### config.mk
export PLATFORM = sky130hd
export DESIGN_NAME = utf8_to_utf16_transcoder
export DESIGN_NICKNAME = d
export VERILOG_FILES = /design/src/hw/rtl/u8u16_pkg.sv /design/src/hw/rtl/utf8_to_utf16_transcoder.sv /design/src/hw/rtl/u8u16_cmd_fifo.sv /design/src/hw/rtl/u8u16_front.sv /design/src/hw/rtl/u8u16_back.sv
export VERILOG_INCLUDE_DIRS = /design/src /design/src/hw/rtl
export SDC_FILE = /design/constraint.sdc
export NUM_CORES = 1
export LEC_CHECK = 0
export ABC_AREA = 1
export BUFFER_PORTS_ARGS = -buffer_cell sky130_fd_sc_hd__buf_2
export CAP_MARGIN = 20
export CORE_MARGIN = 2
export CORE_UTILIZATION = 60
export CTS_CLUSTER_DIAMETER = 120
export CTS_CLUSTER_SIZE = 12
export DETAILED_ROUTE_END_ITERATION = 10
export HOLD_SLACK_MARGIN = 0.15
export PLACE_DENSITY = 0.8
export SYNTH_ARGS = -nofsm -noshare
export SYNTH_HDL_FRONTEND = slang
export SYNTH_SLANG_ARGS = --single-unit
### constraint.sdc
create_clock -name clk_i -period 5.8 [get_ports clk_i]
set_clock_uncertainty 0.15 [all_clocks]
set_input_delay 0.87 -clock clk_i [delete_from_list [all_inputs] [get_ports clk_i]]
set_output_delay 0.87 -clock clk_i [all_outputs]
set_load 0.01 [all_outputs]
### src/hw/rtl/utf8_to_utf16_transcoder_assert.svh
// assertion macros for the utf-8 to utf-16 transcoder
// used by the top level only, expects clk_i and rst_ni in scope
`ifndef UTF8_TO_UTF16_TRANSCODER_ASSERT_SVH
`define UTF8_TO_UTF16_TRANSCODER_ASSERT_SVH

// same-cycle implication, checked outside reset
`define U8U16_ASSERT_IMPL(label, ante, cons, msg) \
  label: assert property (@(posedge clk_i) disable iff (!rst_ni) (ante) |-> (cons)) \
    else $error(msg);

// next-cycle implication, checked outside reset
`define U8U16_ASSERT_NEXT(label, ante, cons, msg) \
  label: assert property (@(posedge clk_i) disable iff (!rst_ni) (ante) |=> (cons)) \
    else $error(msg);

`endif

### src/hw/rtl/u8u16_pkg.sv
// shared types, constants and helpers for the utf-8 to utf-16 transcoder
// no dependencies
`timescale 1ns / 1ps

package u8u16_pkg;

  localparam int unsigned CmdDepth = 2;

  localparam logic [15:0] ReplUnit  = 16'hFFFD;
  localparam logic [20:0] MaxCp     = 21'h10FFFF;
  localparam logic [20:0] SurrLo    = 21'h00D800;
  localparam logic [20:0] SurrHi    = 21'h00DFFF;
  localparam logic [20:0] SuppBase  = 21'h010000;
  localparam logic [20:0] Min2Byte  = 21'h000080;
  localparam logic [20:0] Min3Byte  = 21'h000800;
  localparam logic [20:0] BmpMax    = 21'h00FFFF;
  localparam logic [15:0] HiSurrTag = 16'hD800;
  localparam logic [15:0] LoSurrTag = 16'hDC00;

  // sequence length codes
  localparam logic [2:0] LenNone = 3'd0;
  localparam logic [2:0] Len2    = 3'd2;
  localparam logic [2:0] Len3    = 3'd3;
  localparam logic [2:0] Len4    = 3'd4;

  // one command: rep_cnt replacement units, then the rest from unit0/unit1
  typedef struct packed {
    logic [2:0]  rep_cnt;
    logic [2:0]  unit_cnt;
    logic [15:0] unit0;
    logic [15:0] unit1;
    logic        last;
  } u8u16_cmd_t;

  function automatic logic cp_ok(logic [20:0] cp, logic [2:0] len);
    logic ok;
    ok = 1'b1;
    if (len == Len2 && cp < Min2Byte) ok = 1'b0;
    if (len == Len3 && cp < Min3Byte) ok = 1'b0;
    if (len == Len4 && cp < SuppBase) ok = 1'b0;
    if (cp > MaxCp) ok = 1'b0;
    if (cp >= SurrLo && cp <= SurrHi) ok = 1'b0;
    return ok;
  endfunction

endpackage

### src/hw/rtl/utf8_to_utf16_transcoder.sv
// a byte's command is queued, and its first unit shows once that command heads the queue
// throughput: one byte per cycle while each byte yields at most one code unit and the
// receiver keeps up; a byte yielding more units (surrogate pair, replacement run) holds
// the sequencer for one transfer per unit, the command queue absorbing the difference
// reset: asynchronous, clears the pending sequence, the queue and the unit index
`timescale 1ns / 1ps
`include "utf8_to_utf16_transcoder_assert.svh"

module utf8_to_utf16_transcoder #(
  parameter int unsigned CMD_DEPTH = u8u16_pkg::CmdDepth
) (
  input  logic        clk_i,
  input  logic        rst_ni,
  // byte side, queue style
  input  logic        push,
  output logic        full,
  input  logic [7:0]  data_byte_i,
  input  logic        last_byte_i,
  // code unit side, queue style
  output logic        empty,
  input  logic        pop,
  output logic [15:0] code_unit_o,
  output logic        last_unit_o
);
  import u8u16_pkg::*;

  // command from classifier into the queue, head of the queue to the sequencer
  u8u16_cmd_t cmd_in, cmd_head;
  logic       cmd_push, cmd_pop, cmd_full, cmd_empty;
  logic       seq_pending;

  // front: one byte per transfer, decides replacements and final units up front
  u8u16_front u_front (
    .clk_i       (clk_i),
    .rst_ni      (rst_ni),
    .push_i      (push),
    .full_i      (cmd_full),
    .data_byte_i (data_byte_i),
    .last_byte_i (last_byte_i),
    .cmd_o       (cmd_in),
    .cmd_push_o  (cmd_push),
    .pending_o   (seq_pending)
  );

  // short queue lets the byte side keep going while a multi-unit command drains
  u8u16_cmd_fifo #(
    .Depth (CMD_DEPTH)
  ) u_cmd_fifo (
    .clk_i     (clk_i),
    .rst_ni    (rst_ni),
    .wr_en_i   (cmd_push),
    .wr_data_i (cmd_in),
    .rd_en_i   (cmd_pop),
    .rd_data_o (cmd_head),
    .full_o    (cmd_full),
    .empty_o   (cmd_empty)
  );

  // back: expands the head command one code unit per transfer
  u8u16_back u_back (
    .clk_i       (clk_i),
    .rst_ni      (rst_ni),
    .cmd_i       (cmd_head),
    .cmd_empty_i (cmd_empty),
    .cmd_pop_o   (cmd_pop),
    .pop_i       (pop),
    .empty_o     (empty),
    .code_unit_o (code_unit_o),
    .last_unit_o (last_unit_o)
  );

  // the classifier stalls on a full queue, so byte transfers and queue space agree
  assign full = cmd_full;

  // a command is never written into a full queue
  `U8U16_ASSERT_IMPL(a_no_overflow, cmd_push, !cmd_full, "command pushed into full queue")

  // the head command retires only on a result transfer
  `U8U16_ASSERT_IMPL(a_pop_on_xfer, cmd_pop, pop && !empty, "command retired without transfer")

  // a final byte always leaves no sequence pending
  `U8U16_ASSERT_NEXT(a_idle_after_last, push && !full && last_byte_i, !seq_pending,
                     "sequence still pending after final byte")

endmodule

### src/hw/rtl/u8u16_cmd_fifo.sv
// command queue between the byte classifier and the unit sequencer
// depends on u8u16_pkg
`timescale 1ns / 1ps

module u8u16_cmd_fifo #(
  parameter int unsigned Depth = 2
) (
  input  logic                   clk_i,
  input  logic                   rst_ni,
  input  logic                   wr_en_i,
  input  u8u16_pkg::u8u16_cmd_t  wr_data_i,
  input  logic                   rd_en_i,
  output u8u16_pkg::u8u16_cmd_t  rd_data_o,
  output logic                   full_o,
  output logic                   empty_o
);
  import u8u16_pkg::*;

  localparam int unsigned AddrW = (Depth > 1) ? $clog2(Depth) : 1;
  localparam int unsigned CntW  = $clog2(Depth + 1);

  u8u16_cmd_t mem_q [Depth];
  logic [AddrW-1:0] wr_ptr_q, wr_ptr_d, rd_ptr_q, rd_ptr_d;
  logic [CntW-1:0]  cnt_q, cnt_d;
  logic             do_wr, do_rd;

  assign full_o    = (cnt_q == CntW'(Depth));
  assign empty_o   = (cnt_q == '0);
  assign do_wr     = wr_en_i && !full_o;
  assign do_rd     = rd_en_i && !empty_o;
  assign rd_data_o = mem_q[rd_ptr_q];

  always_comb begin
    wr_ptr_d = wr_ptr_q;
    rd_ptr_d = rd_ptr_q;
    if (do_wr) begin
      wr_ptr_d = (wr_ptr_q == AddrW'(Depth - 1)) ? '0 : wr_ptr_q + AddrW'(1);
    end
    if (do_rd) begin
      rd_ptr_d = (rd_ptr_q == AddrW'(Depth - 1)) ? '0 : rd_ptr_q + AddrW'(1);
    end
    unique case ({do_wr, do_rd})
      2'b10:   cnt_d = cnt_q + CntW'(1);
      2'b01:   cnt_d = cnt_q - CntW'(1);
      default: cnt_d = cnt_q;
    endcase
  end

  always_ff @(posedge clk_i or negedge rst_ni) begin
    if (!rst_ni) begin
      wr_ptr_q <= '0;
      rd_ptr_q <= '0;
      cnt_q    <= '0;
    end else begin
      wr_ptr_q <= wr_ptr_d;
      rd_ptr_q <= rd_ptr_d;
      cnt_q    <= cnt_d;
    end
  end

  always_ff @(posedge clk_i) begin
    if (do_wr) begin
      mem_q[wr_ptr_q] <= wr_data_i;
    end
  end

endmodule

### src/hw/rtl/u8u16_front.sv
// byte classifier: tracks the pending sequence and turns each byte into a command
// depends on u8u16_pkg
`timescale 1ns / 1ps

module u8u16_front (
  input  logic                   clk_i,
  input  logic                   rst_ni,
  input  logic                   push_i,
  input  logic                   full_i,
  input  logic [7:0]             data_byte_i,
  input  logic                   last_byte_i,
  output u8u16_pkg::u8u16_cmd_t  cmd_o,
  output logic                   cmd_push_o,
  output logic                   pending_o
);
  import u8u16_pkg::*;

  logic [2:0]  exp_len_q, exp_len_d;
  logic [1:0]  seen_q, seen_d;
  logic [14:0] part_q, part_d;

  logic        accept, is_cont, decode_lead;
  logic [2:0]  seen_next, rep, tail;
  logic [20:0] cp_new, cp_off;
  logic [15:0] u0, u1;

  assign accept    = push_i && !full_i;
  assign is_cont   = (data_byte_i[7:6] == 2'b10);
  assign cp_new    = {part_q, data_byte_i[5:0]};
  assign cp_off    = cp_new - SuppBase;
  assign seen_next = {1'b0, seen_q} + 3'd1;
  assign pending_o = (exp_len_q != LenNone);

  always_comb begin
    exp_len_d   = exp_len_q;
    seen_d      = seen_q;
    part_d      = part_q;
    rep         = '0;
    tail        = '0;
    u0          = '0;
    u1          = '0;
    decode_lead = 1'b1;

    if (pending_o) begin
      if (is_cont) begin
        decode_lead = 1'b0;
        if (seen_next >= exp_len_q) begin
          if (cp_ok(cp_new, exp_len_q)) begin
            if (cp_new <= BmpMax) begin
              tail = 3'd1;
              u0   = cp_new[15:0];
            end else begin
              tail = 3'd2;
              u0   = HiSurrTag | {6'b0, cp_off[19:10]};
              u1   = LoSurrTag | {6'b0, cp_off[9:0]};
            end
          end else begin
            rep = exp_len_q;
          end
          exp_len_d = LenNone;
          seen_d    = '0;
          part_d    = '0;
        end else if (last_byte_i) begin
          rep       = seen_next;
          exp_len_d = LenNone;
          seen_d    = '0;
          part_d    = '0;
        end else begin
          seen_d = seen_next[1:0];
          part_d = cp_new[14:0];
        end
      end else begin
        // broken sequence: flush buffered bytes, then take this byte as a lead
        rep       = {1'b0, seen_q};
        exp_len_d = LenNone;
        seen_d    = '0;
        part_d    = '0;
      end
    end

    if (decode_lead) begin
      priority if (!data_byte_i[7]) begin
        tail = 3'd1;
        u0   = {8'h00, data_byte_i};
      end else if (data_byte_i[7:5] == 3'b110 || data_byte_i[7:4] == 4'b1110 ||
                   data_byte_i[7:3] == 5'b11110) begin
        if (last_byte_i) begin
          tail = 3'd1;
          u0   = ReplUnit;
        end else begin
          seen_d = 2'd1;
          priority if (data_byte_i[7:5] == 3'b110) begin
            exp_len_d = Len2;
            part_d    = {10'b0, data_byte_i[4:0]};
          end else if (data_byte_i[7:4] == 4'b1110) begin
            exp_len_d = Len3;
            part_d    = {11'b0, data_byte_i[3:0]};
          end else begin
            exp_len_d = Len4;
            part_d    = {12'b0, data_byte_i[2:0]};
          end
        end
      end else begin
        tail = 3'd1;
        u0   = ReplUnit;
      end
    end
  end

  always_comb begin
    cmd_o.rep_cnt  = rep;
    cmd_o.unit_cnt = rep + tail;
    cmd_o.unit0    = u0;
    cmd_o.unit1    = u1;
    cmd_o.last     = last_byte_i;
  end

  assign cmd_push_o = accept && (cmd_o.unit_cnt != 3'd0);

  always_ff @(posedge clk_i or negedge rst_ni) begin
    if (!rst_ni) begin
      exp_len_q <= LenNone;
      seen_q    <= '0;
      part_q    <= '0;
    end else if (accept) begin
      exp_len_q <= exp_len_d;
      seen_q    <= seen_d;
      part_q    <= part_d;
    end
  end

endmodule

### src/hw/rtl/u8u16_back.sv
// unit sequencer: walks the head command and presents one code unit at a time
// depends on u8u16_pkg
`timescale 1ns / 1ps

module u8u16_back (
  input  logic                   clk_i,
  input  logic                   rst_ni,
  input  u8u16_pkg::u8u16_cmd_t  cmd_i,
  input  logic                   cmd_empty_i,
  output logic                   cmd_pop_o,
  input  logic                   pop_i,
  output logic                   empty_o,
  output logic [15:0]            code_unit_o,
  output logic                   last_unit_o
);
  import u8u16_pkg::*;

  logic [1:0] idx_q, idx_d;
  logic [2:0] idx_ext;
  logic       final_unit, xfer;

  assign idx_ext    = {1'b0, idx_q};
  assign final_unit = (idx_ext == cmd_i.unit_cnt - 3'd1);
  assign empty_o    = cmd_empty_i;
  assign xfer       = pop_i && !cmd_empty_i;
  assign cmd_pop_o  = xfer && final_unit;

  always_comb begin
    priority if (idx_ext < cmd_i.rep_cnt) begin
      code_unit_o = ReplUnit;
    end else if (idx_ext == cmd_i.rep_cnt) begin
      code_unit_o = cmd_i.unit0;
    end else begin
      code_unit_o = cmd_i.unit1;
    end
    last_unit_o = cmd_i.last && final_unit;

    idx_d = idx_q;
    if (xfer) begin
      idx_d = final_unit ? 2'd0 : idx_q + 2'd1;
    end
  end

  always_ff @(posedge clk_i or negedge rst_ni) begin
    if (!rst_ni) begin
      idx_q <= '0;
    end else begin
      idx_q <= idx_d;
    end
  end

endmodule

# Word-level counts from Yosys, hierarchy flattened
# Memories as Yosys holds them, arrays and structs flattened.
# Cells that the tools add are included.
totals:
  reg_bits: 26
  mem_bits_rw: 78
  in_bits: 13
  output_inout_bits: 19
  elab_cells: 131
  memories: 1
classes:
  add_sub_neg: 9
  order_cmp: 9
  n_eq_ne: 12
  muxes: 74
  reduce_logical: 19
memory_table:
  columns: ["name", "words", "word_bits", "rd", "rd_ports_with_merged_regs", "wr", "line", "text"]
  rows:
  - ["u_cmd_fifo.mem_q", 2, 39, 1, 0, 1, "u8u16_cmd_fifo.sv:22", "u8u16_cmd_t mem_q [Depth];"]
op_table:
  columns: ["operator", "count"]
  rows:
  - ["$mux 16", 16]
  - ["$mux 15", 9]
  - ["$mux 3", 23]
  - ["$le 21x16->1 const B", 2]
  - ["$ge 21x16->1 const B", 1]
  - ["$gt 21x21->1 const B", 1]
  - ["$lt 21x12->1 const B", 1]
  - ["$lt 21x17->1 const B", 1]
  - ["$lt 21x8->1 const B", 1]
  - ["$mux 2", 10]
  - ["$sub 20x17->20 const B", 1]
  - ["$mux 1", 14]
  - ["$logic_and 1x1->1", 11]
  - ["$eq 2x2->1 const B", 3]
  - ["$eq 2x3->1", 2]
  - ["$eq 3x2->1 const B", 2]
  - ["$eq 3x3->1 const B", 2]
  - ["$reduce_bool 3->1", 2]
  - ["$eq 5x5->1 const B", 1]
  - ["$add 2x1->2 const B", 2]
  - ["$eq 4x4->1 const B", 1]
  - ["$mux 4", 1]
  - ["$pmux 2 s2", 1]
  - ["$add 2x1->3 const B", 1]
  - ["11 further kinds", 14]

# Depth between registers and ports, before layout
# Gate-level depths: netlist of the first run.
logic_depth:
  depth_word: 24
  ltp_mapped: 23
  ltp_nobuf: 22

# Cells and area by module
# A second synthesis of the first run with hierarchy kept.
hier_totals:
  cells_unflattened: 606
  hier_area_um2: 5434.0
modules_own_cells:
  columns: ["module", "n_inst", "cells_per_inst", "area_each_um2", "seq_area_each_um2"]
  rows:
  - ["u8u16_cmd_fifo", 1, 237, 3098.0, 2442.3]
  - ["u8u16_front", 1, 273, 1830.5, 500.5]
  - ["u8u16_back", 1, 96, 505.5, 50.0]

# Worst setup path before layout of the first run
# Ideal clock, no wire load.
synth_path:
  kind: "in2reg"
  from: "input data_byte_i[1]"
  to: "memory u_cmd_fifo.mem_q[1][0] (netlist bit) (enable)"
  setup_ns: 0.425
  arrival_ns: 4.218
  required_time_ns: 5.225
  slack_ns: 1.006
  cell_stages: 17
  path_buffers: 1
  path_cell_list: "nand3_1 > nor2_1 > nand2_1 > inv_1 > nand3_1 > nand2_1 > nand2_1 > nand3_4 > nor3_4 > or2_1 > buf_6 > ha_1 > fa_1 > nor2_1 > nand3_1 > nand2_2 > nor2_1"
synth_lines:
  columns: ["element", "line", "text"]
  rows:
  - ["start: declaration", "utf8_to_utf16_transcoder.sv:17", "input logic [7:0] data_byte_i,"]
  - ["end: declaration", "u8u16_cmd_fifo.sv:22", null]

# Worst setup path after layout of the first run
layout_path:
  from: "register u_cmd_fifo.rd_ptr_q"
  to: "output code_unit_o[14]"
layout_via:
  elab_chain_len: 4
  elab_cells_between_ends: 5
  cone_classes: "1 x order compare; 1 x eq/ne; 2 x mux; 1 x memory"
layout_rtl:
  columns: ["element", "line", "text"]
  rows:
  - ["start: declaration", "u8u16_cmd_fifo.sv:23", "logic [AddrW-1:0] wr_ptr_q, wr_ptr_d, rd_ptr_q, rd_ptr_d;"]
  - ["start signal: assignment", "u8u16_cmd_fifo.sv:56", "rd_ptr_q <= rd_ptr_d;"]
  - ["$mem_v2 2x39 *", null, null]
  - ["branches (longest 2 deep; another with $lt 2x3->1)", null, null]
  - ["$mux 16 *", "u8u16_back.sv:29", "priority if (idx_ext < cmd_i.rep_cnt) begin"]
  - ["end: declaration", "utf8_to_utf16_transcoder.sv:22", "output logic [15:0] code_unit_o,"]
# Mark *: on every way between the ends.

==> Implementation_results.wiki, run 1 <==
{| class="wikitable"
! Metric !! Value
|-
| Run status || finished clean
|-
| Setup repair after global routing missed its margin || false
|-
| Die Ht || ~92 um
|-
| Cell chain of the critical path || inv_1 > nand2_1 > nand2_1 > ha_1 > nand3_1 > a21oi_1 > o31ai_1 > buf_2
|-
| Sequential fraction of the synthesis area || 57.6%
|-
| Average size of a mapped cell || just under 10 um^2
|-
| Instance count after placement with tap cells included || about 600
|-
| Slowest-stage cell, CP || sky130_fd_sc_hd__dfrtp_1
|-
| CP endpoint kind || primary output
|-
| Iteration-0 DRC Markers || about 250
|-
| Total buffers and inverters traversed by the critical path || 2
|-
| Post-CTS setup repair buffer count || 0
|-
| CP Max Fanout || 27
|-
| Combinational share of power || 39.8%
|-
| Met1 Track Usage GR || roughly a third
|-
| Leakage power || around 2.1 nW
|-
| Final Max Slew Viols || 0
|-
| Routability congestion estimate || roughly 0.92
|-
| CP Data Required Time || between 4 and 5 ns
|-
| Area of the die || 8510 um^2
|-
| Critical Path Start || u_cmd_fifo.rd_ptr_q
|-
| Pin count of the biggest net entering global routing || 35
|-
| Std-Cell Rows || 32
|-
| Count of non-filler cells in the finished layout || ~600
|-
| Number of buffers added by the clock tree synthesis step || 9
|-
| R2R depth || 16
|-
| Overall routed net length || 10500 um
|-
| Clock transition time at the flip-flop clock pins of the worst setup and hold paths || roughly 0.1 ns
|-
| Worst slew margin relative to its limit || a little over a third
|-
| Family of cells with the greatest summed delay on the critical path || simple AND/OR/NAND/NOR gates
|-
| Final-layout setup total negative slack || 0 ns
|-
| Detailed-routing iteration count for the pre-antenna-repair pass || 5
|-
| Startpoint types || register
|-
| Final worst slack || between 1 and 1.5 ns
|-
| Maximum achievable frequency || 225 MHz
|-
| Insertion delay of the later-clocked pin in the worst-skew pair || about 0.37 ns
|-
| Number of cells produced by synthesis || roughly 470
|-
| Final Instance Area || 5110 um^2
|-
| Average via count per standard cell || 5.75
|-
| Clock Path Buffers || 2
|-
| Share of async-settable or async-resettable flops after synthesis || around 28%
|-
| Total of max-cap violations || 0
|-
| Buffers added on ports || 31
|-
| Arrival @ worst endpoint || between 3 and 4 ns
|-
| Total number of vias || 3523
|-
| Capture point of the worst reg-to-reg path || u_cmd_fifo.cnt_q[1]
|-
| Global-route layer with the greatest usage || met2
|-
| Residual DRC || 0
|-
| Clock power share || about 18%
|-
| CTS tree || done
|-
| Proportion of total power due to net switching || about two fifths
|-
| Synthesis warning total || 0
|-
| Net count of the finished layout || 530
|-
| Clk Tree Root Cell || sky130_fd_sc_hd__clkbuf_8
|-
| Seq pwr share || roughly 42%
|-
| Fin crit share || ~77%
|-
| Top FF cell, synth || sky130_fd_sc_hd__edfxtp_1
|-
| Worst setup slack for register-to-register paths || between 1.5 and 2 ns
|-
| Global routing met2 resource utilization || about 45%
|-
| Sum of overflow across all layers after global routing || 0
|-
| Dpl hpwl || 7680 um
|-
| Total count of hold-check failures in the final report || 0
|-
| Layout cell share with drive strength beyond 1 || 15.7%
|-
| Post-cts gate resize count || 0
|-
| Antenna viol nets, final || 0
|-
| Count of flip-flops with a built-in enable after synthesis || 68
|-
| Number of distinct standard cells referenced by the synthesized netlist || 40
|-
| Core footprint || approximately 7600 um^2
|-
| Class of the worst hold path || in2async
|-
| Initial antenna violation count || 0
|-
| Switching power || approximately 0.96 mW
|-
| Period minus WS final || between 4 and 5 ns
|-
| Transition time at the pin with the least slew margin || about 0.95 ns
|-
| Number of sinks on the clock net || between 90 and 100
|-
| Global routing met3 resource utilization || under 10%
|-
| Maximum single-stage delay on the critical path || just under 0.7 ns
|-
| Flip-flop and latch count after synthesis || 94
|-
| Post-route worst hold slack || between 0.3 and 0.4 ns
|-
| Setup CP Type || reg2out
|-
| Overall die width || 92.3 um
|-
| Drt wl/cell || 17.2 um
|-
| GRT Total Usage || a little over a quarter
|-
| Critical path's most frequent cell || sky130_fd_sc_hd__nand2_1
|-
| H-Tree Level Count || 3
|-
| Global-route wire length before repair || approximately 17000 um
|-
| Number of nets in the synthesized netlist || around 500
|-
| I/O pin count || 32
|-
| Mapped Area || around 4700 um^2
|-
| Total inserted antenna cells || 0
|-
| Internal power consumption || approximately 1.4 mW
|-
| Via count of the first global-routing pass || 3397
|-
| Effective utilization at floorplan || between 60 and 70%
|-
| Peak supply drop || between 0.00015 and 0.0002 V
|-
| Startpoint of the lowest-slack register-to-register path || u_front.seen_q[0]
|-
| Post-Place Cell Area || 4920 um^2
|-
| Hold-fix buffers, CTS || 0
|-
| Final setup vio count || 0
|-
| Ratio of total power to cell area || about 460 nW/um^2
|-
| Pre-CTS worst setup slack || 1.51 ns
|-
| Synthesis-to-layout area growth || 9.34%
|}
[state kept, by name, indices dropped and copies added (netlist names)]
name	count
u_front.part_q	15
u_front.seen_q	2
u_back.idx_q	2
u_cmd_fifo.mem_q	68
u_cmd_fifo.cnt_q	2
u_front.exp_len_q	3
u_cmd_fifo.wr_ptr_q	1
u_cmd_fifo.rd_ptr_q	1
[metrics by stage]
step | utilization (%) | power (mW)
global placement | 64.4 | 1.91
finish | 66.8 | 2.36
detailed placement | 64.4 | 1.95
CTS | 66.8 | 2.36
global route | 66.8 | 2.51
floorplan | - | 1.65
[area by class of cell]
type	count	area [um^2]
Clock buffer	9	124
Inverter	57	214
Tap cell	102	128
Fill cell	603	2540
Clock inverter	7	62.6
Timing Repair Buffer	35	185
Multi-Input combinational cell	309	1700
Sequential cell	94	2690
[worst max-delay path by stage]
stage                        endpoint  slack (ns)  cells past startpoint
3_3_place_gp      u_cmd_fifo.cnt_q[1]        1.54                     19
6_report              code_unit_o[14]        1.35                      8
5_1_grt                code_unit_o[0]         1.0                      7
4_1_cts               code_unit_o[10]        1.36                      8
3_5_place_dp      u_cmd_fifo.cnt_q[1]        1.51                     19
2_1_floorplan  u_cmd_fifo.mem_q[1][0]        1.01                     17
[synth_stat cells (4+ instances only)]
library cell | number | area, um^2
sky130_fd_sc_hd__a21oi_1 | 7 | 35.0
sky130_fd_sc_hd__buf_2 | 4 | 20.0
sky130_fd_sc_hd__clkbuf_1 | 8 | 30.0
sky130_fd_sc_hd__dfrtp_1 | 26 | 651
sky130_fd_sc_hd__edfxtp_1 | 68 | 2040
sky130_fd_sc_hd__ha_1 | 10 | 125
sky130_fd_sc_hd__inv_1 | 53 | 199
sky130_fd_sc_hd__mux2i_1 | 4 | 40.0
sky130_fd_sc_hd__nand2_1 | 82 | 308
sky130_fd_sc_hd__nand2_2 | 7 | 43.8
sky130_fd_sc_hd__nand3_1 | 22 | 110
sky130_fd_sc_hd__nand4_1 | 6 | 37.5
sky130_fd_sc_hd__nor2_1 | 70 | 263
sky130_fd_sc_hd__nor2_2 | 4 | 25.0
sky130_fd_sc_hd__o211ai_1 | 13 | 97.6
sky130_fd_sc_hd__o21ai_0 | 20 | 100
sky130_fd_sc_hd__o22ai_1 | 12 | 75.1
sky130_fd_sc_hd__o311ai_0 | 8 | 70.1
sky130_fd_sc_hd__o31ai_1 | 7 | 52.6
sky130_fd_sc_hd__o32ai_1 | 5 | 43.8
sky130_fd_sc_hd__or2_2 | 9 | 56.3
sky130_fd_sc_hd__xor2_1 | 5 | 43.8
[per-layer routing]
metal,wire (um),part of all wire (%),vias up
li1,-,-,1698
met1,4620,44,1691
met2,5310,50,122
met3,495,4.7,12
met4,126,1.2,0
met5,0,0,-
[cell families after synthesis]
| group | synth area share, % |
|---|---|
| xor+xnor | 1.31 |
| flops | 57.6 |
| fa+ha+maj | 3.11 |
| simple gates | 19.7 |
| buf+inv | 5.97 |
| mux | 0.857 |
| compound gates | 11.4 |
[placed cells by master (no fill, tap or decap), drive strengths merged, types with 3 or more instances in the layout]
cell type	n
nand3	23
buf	35
o21ai	20
nor2	76
xor2	5
o31ai	7
a21oi	7
inv	60
clkbuf	9
mux2i	4
dfrtp	26
o32ai	5
ha	10
o22ai	12
nand4	6
o211ai	14
edfxtp	68
o311ai	8
nor3	3
nand2	89
or2	10
clkinv	4
[power by group through the flow]
stage          logic, mW  clock network, mW  registers (mW)
4_1_cts            0.940              0.421           0.998
3_5_place_dp       0.936                  0            1.01
5_1_grt             1.05              0.445            1.01
2_1_floorplan      0.670                  0           0.978
6_report           0.938              0.419           0.999
3_3_place_gp       0.901                  0            1.01
No activity file was read; power rests on OpenSTA's default activity.
==> run 2, diff against run 1 <==
ABC_AREA = 0   (was 1)
clock period = 4.2 ns   (was 5.8 ns; I/O delays follow)
==> run 2 against run 1 <==
Effect of this change:
- via count is 11% lower
- register-to-register slack worse by 1.6 ns
- first-iteration DRC count is 36% higher
- combinational power is 42% higher
- sequential share of layout area is 2.2 points lower
- critical endpoint is now u_cmd_fifo.mem_q[0][34]
- die area is 2.2% lower
- largest power group unchanged
- flip-flop and latch count stayed put
- synthesized area is 2.2% lower
- clock-buffer cell count stayed put
- final cell count is 18% lower
- clock power is 54% higher
==> Implementation_results.wiki, run 2 <==
{| class="wikitable"
! Metric !! Value
|-
| CP endpoint kind || register
|-
| Mapped Area || 4570 um^2 (-2.2%)
|-
| Setup CP Type || reg2reg
|-
| Global routing met3 resource utilization || 3.49% (-0.048 points)
|-
| Registers with the most flip-flops || u_cmd_fifo.mem_q (68), u_front.part_q (15), u_front.exp_len_q (3)
|-
| Via count of the first global-routing pass || 2985 (-12%)
|-
| Synthesis-to-layout area growth || 16.9%
|-
| Clock transition time at the flip-flop clock pins of the worst setup and hold paths || 0.10 ns (about the same)
|-
| Buffers added on ports || 31 (unchanged)
|-
| Detailed-routing iteration count for the pre-antenna-repair pass || 5 (unchanged)
|-
| Number of buffers added by the clock tree synthesis step || 9 (unchanged)
|-
| Iteration-0 DRC Markers || 343 (+36%)
|-
| Post-Place Cell Area || 5000 um^2 (+1.6%)
|-
| Worst setup slack for register-to-register paths || 0.10 ns (-1.61 ns)
|-
| Share of the synthesized area in the top cell type || 44.7% (+1.0 points)
|-
| Total power || 3.34 mW (+42%)
|-
| Total inserted antenna cells || 0 (unchanged)
|-
| Final Max Slew Viols || 0 (unchanged)
|-
| Global-route wire length before repair || 15800 um (-5.9%)
|-
| Fin crit share || a little over nine tenths
|-
| Routability congestion estimate || 0.919 (-0.41%)
|-
| Synth top area cells || sky130_fd_sc_hd__edfxtp_1 45%, sky130_fd_sc_hd__dfrtp_1 14%, sky130_fd_sc_hd__mux4_2 4.9%
|-
| Clock Path Buffers || 2 (unchanged)
|-
| Leakage power || 2.00 nW (-6.6%)
|-
| Overall die width || 91.3 um (-1.1%)
|-
| Period minus WS final || roughly 4.1 ns
|-
| Met1 Track Usage GR || 36.2% (+1.5 points)
|-
| Dpl hpwl || 6710 um (-13%)
|-
| Startpoint types || register
|-
| Total of max-cap violations || 0 (unchanged)
|-
| Layout cell share with drive strength beyond 1 || 28.6% (+13 points)
|-
| Area taken by multi-input logic gates || 1870 um^2 (+9.7%)
|-
| Residual DRC || 0 (unchanged)
|-
| Maximum achievable frequency || about 240 MHz
|-
| Total count of hold-check failures in the final report || 0 (unchanged)
|-
| CP Max Fanout || 17 (-37%)
|-
| Pre-CTS worst setup slack || -0.0753 ns (-1.59 ns)
|-
| Average via count per standard cell || 6.26 (+8.8%)
|-
| Run status || finished clean
|-
| Peak supply drop || 0.000287 V (+55%)
|-
| Total of fill cells in the finished design || 463 (-23%)
|-
| CTS tree || done
|-
| Pin count of the biggest net entering global routing || 35 (unchanged)
|-
| H-Tree Level Count || 3 (unchanged)
|-
| Std-Cell Rows || 31 (-3.1%)
|-
| Insertion delay of the later-clocked pin in the worst-skew pair || 0.36 ns (about the same)
|-
| Initial antenna violation count || 0 (unchanged)
|-
| Post-route worst hold slack || 0.377 ns (+0.0194 ns)
|-
| Drt wl/cell || 19.9 um (+16%)
|-
| Register with the highest flop count || u_cmd_fifo.mem_q
|-
| Sequential fraction of the synthesis area || 58.9% (+1.3 points)
|-
| Ratio of total power to cell area || 625 nW/um^2 (+36%)
|-
| Flip-flop and latch count after synthesis || 94 (unchanged)
|-
| Number of nets in the synthesized netlist || 369 (-26%)
|-
| Global routing met2 resource utilization || 39.0% (-6.3 points)
|-
| CP Data Required Time || 4.13 ns (-0.65 ns)
|-
| Area of the die || 8330 um^2 (-2.2%)
|-
| Most common library cell in the layout ignoring fill and taps || sky130_fd_sc_hd__edfxtp_1
|-
| Util after Layout || 72.8% (+6.0 points)
|-
| Antenna viol nets, final || 0 (unchanged)
|-
| Clk Tree Root Cell || sky130_fd_sc_hd__clkbuf_8
|-
| Count of flip-flops with a built-in enable after synthesis || 68 (unchanged)
|-
| Number of cells produced by synthesis || 345 (-27%)
|-
| Arrival @ worst endpoint || 4.03 ns (+0.60 ns)
|-
| Share of async-settable or async-resettable flops after synthesis || 27.7% (unchanged)
|-
| Capture point of the worst reg-to-reg path || u_cmd_fifo.mem_q[0][34]
|-
| Total number of vias || 3134 (-11%)
|-
| Net count of the finished layout || 421 (-21%)
|-
| Top cell types by occurrence after synthesis || 68 x sky130_fd_sc_hd__edfxtp_1, 29 x sky130_fd_sc_hd__o21ai_0, 26 x sky130_fd_sc_hd__dfrtp_1
|-
| Transition time at the pin with the least slew margin || 0.610 ns (-0.344 ns)
|-
| Die Ht || 91.3 um (-1.1%)
|-
| Final setup vio count || 0 (unchanged)
|-
| Class of the worst hold path || reg2reg
|-
| Final worst slack || 0.103 ns (-1.25 ns)
|-
| I/O pin count || 32 (unchanged)
|-
| R2R depth || 17 (+1)
|-
| Overall routed net length || 9960 um (-5.5%)
|-
| Hold Path Sink || u_cmd_fifo.cnt_q[1]
|-
| Average size of a mapped cell || 13.2 um^2 (+34%)
|-
| Most used cells in the layout excluding fill and tap cells || 68 x sky130_fd_sc_hd__edfxtp_1, 31 x sky130_fd_sc_hd__buf_2, 28 x sky130_fd_sc_hd__o21ai_0
|-
| Number of cells traversed by the worst hold path || 1
|-
| Number of distinct standard cells referenced by the synthesized netlist || 56 (+40%)
|-
| Startpoint of the lowest-slack register-to-register path || u_front.seen_q[0]
|-
| Total area of sequential cells || 2690 um^2 (about the same)
|-
| Biggest area consumer among synthesized cells || sky130_fd_sc_hd__edfxtp_1
|-
| Top FF cell, synth || sky130_fd_sc_hd__edfxtp_1
|-
| Core footprint || 7330 um^2 (-4.1%)
|-
| Sum of overflow across all layers after global routing || 0 (unchanged)
|-
| Global-route layer with the greatest usage || met2
|-
| Synthesis warning total || 0 (unchanged)
|-
| Worst slew margin relative to its limit || 58.9% (+23 points)
|-
| Final Instance Area || 5340 um^2 (+4.5%)
|-
| Most numerous cell in the Yosys netlist || sky130_fd_sc_hd__edfxtp_1
|-
| Max reg flops || 68 (unchanged)
|-
| Worst Hold Launch || u_cmd_fifo.cnt_q[1]
|-
| GRT Total Usage || 24.7% (-1.6 points)
|-
| Number of sinks on the clock net || 94 (unchanged)
|-
| Effective utilization at floorplan || 62.3% (+1.2 points)
|}
[run 2: stage by stage]
stage          instances  setup TNS (ns)
2_1_floorplan        345           -2.48
3_3_place_gp         475               0
3_5_place_dp         476         -0.0753
4_1_cts              493               0
5_1_grt              501          -0.422
6_report             501               0
[run 2: worst max-delay path, stage by stage (launching register included)]
cell and delay [ns]:
sky130_fd_sc_hd__dfrtp_2 0.45, sky130_fd_sc_hd__ha_1 0.34, sky130_fd_sc_hd__ha_1 0.31, sky130_fd_sc_hd__a21o_1 0.19, sky130_fd_sc_hd__a21oi_4 0.20, sky130_fd_sc_hd__buf_6 0.15, sky130_fd_sc_hd__a21oi_2 0.04, sky130_fd_sc_hd__a21oi_1 0.17
sky130_fd_sc_hd__nor2_2 0.07, sky130_fd_sc_hd__ha_2 0.19, sky130_fd_sc_hd__fa_1 0.55, sky130_fd_sc_hd__nor2_2 0.07, sky130_fd_sc_hd__nand3b_1 0.12, sky130_fd_sc_hd__mux2i_4 0.09, sky130_fd_sc_hd__buf_4 0.17, sky130_fd_sc_hd__nor3_4 0.21
sky130_fd_sc_hd__buf_12 0.14, sky130_fd_sc_hd__clkbuf_16 0.18
[run 2: worst max path at each step]
stage / start / to / slack, ns / cells past startpoint
final: u_front.seen_q[0] / u_cmd_fifo.mem_q[0][34] / 0.10 / 17
after global routing: u_front.seen_q[0] / u_cmd_fifo.cnt_q[1] / -0.11 / 17
after CTS: u_front.seen_q[0] / u_cmd_fifo.cnt_q[1] / 0.06 / 17
after detailed placement: data_byte_i[5] / u_cmd_fifo.cnt_q[1] / -0.08 / 16
after global placement: data_byte_i[5] / u_cmd_fifo.cnt_q[1] / 0.11 / 17
after floorplan: data_byte_i[0] / u_cmd_fifo.mem_q[0][0] / -0.04 / 13
[run 2: area by class of cell]
class,count,area share (%)
Tap cell,99,2.32
Multi-Input combinational cell,229,35.0
Clock buffer,9,2.32
Timing Repair Buffer,55,7.66
Sequential cell,94,50.4
Clock inverter,7,1.69
Inverter,8,0.562
[run 2: logic make-up after synthesis]
logic type                 after synthesis  share of synthesized area [%]
adders and majority gates               11                           3.18
DFF                                     94                           58.9
xor gates and xnor gates                 9                           1.73
buffers and inverters                   22                           1.97
muxes                                   29                           9.23
and+or+nand+nor                         97                           12.1
AOI/OAI and AO/OA                       83                           12.9
[run 2: repair_timing]
item                       CTS  global route
buffers inserted             0             6
hold endpoints to repair    26             0
resized for setup            0             4
setup endpoints to repair    0            70
hold buffers                 1             0
[run 2: routing by layer]
layer  up-vias  wire, um
li1       1433         -
met1      1558      4380
met2       129      4870
met3        14       570
met4         0       136
met5         -         0
[run 2: report_power, final]
| group | switching (mW) | internal [mW] |
|---|---|---|
| clock network | 0.352 | 0.292 |
| logic | 0.699 | 0.629 |
| registers | 0.124 | 1.24 |
| total | 1.18 | 2.16 |
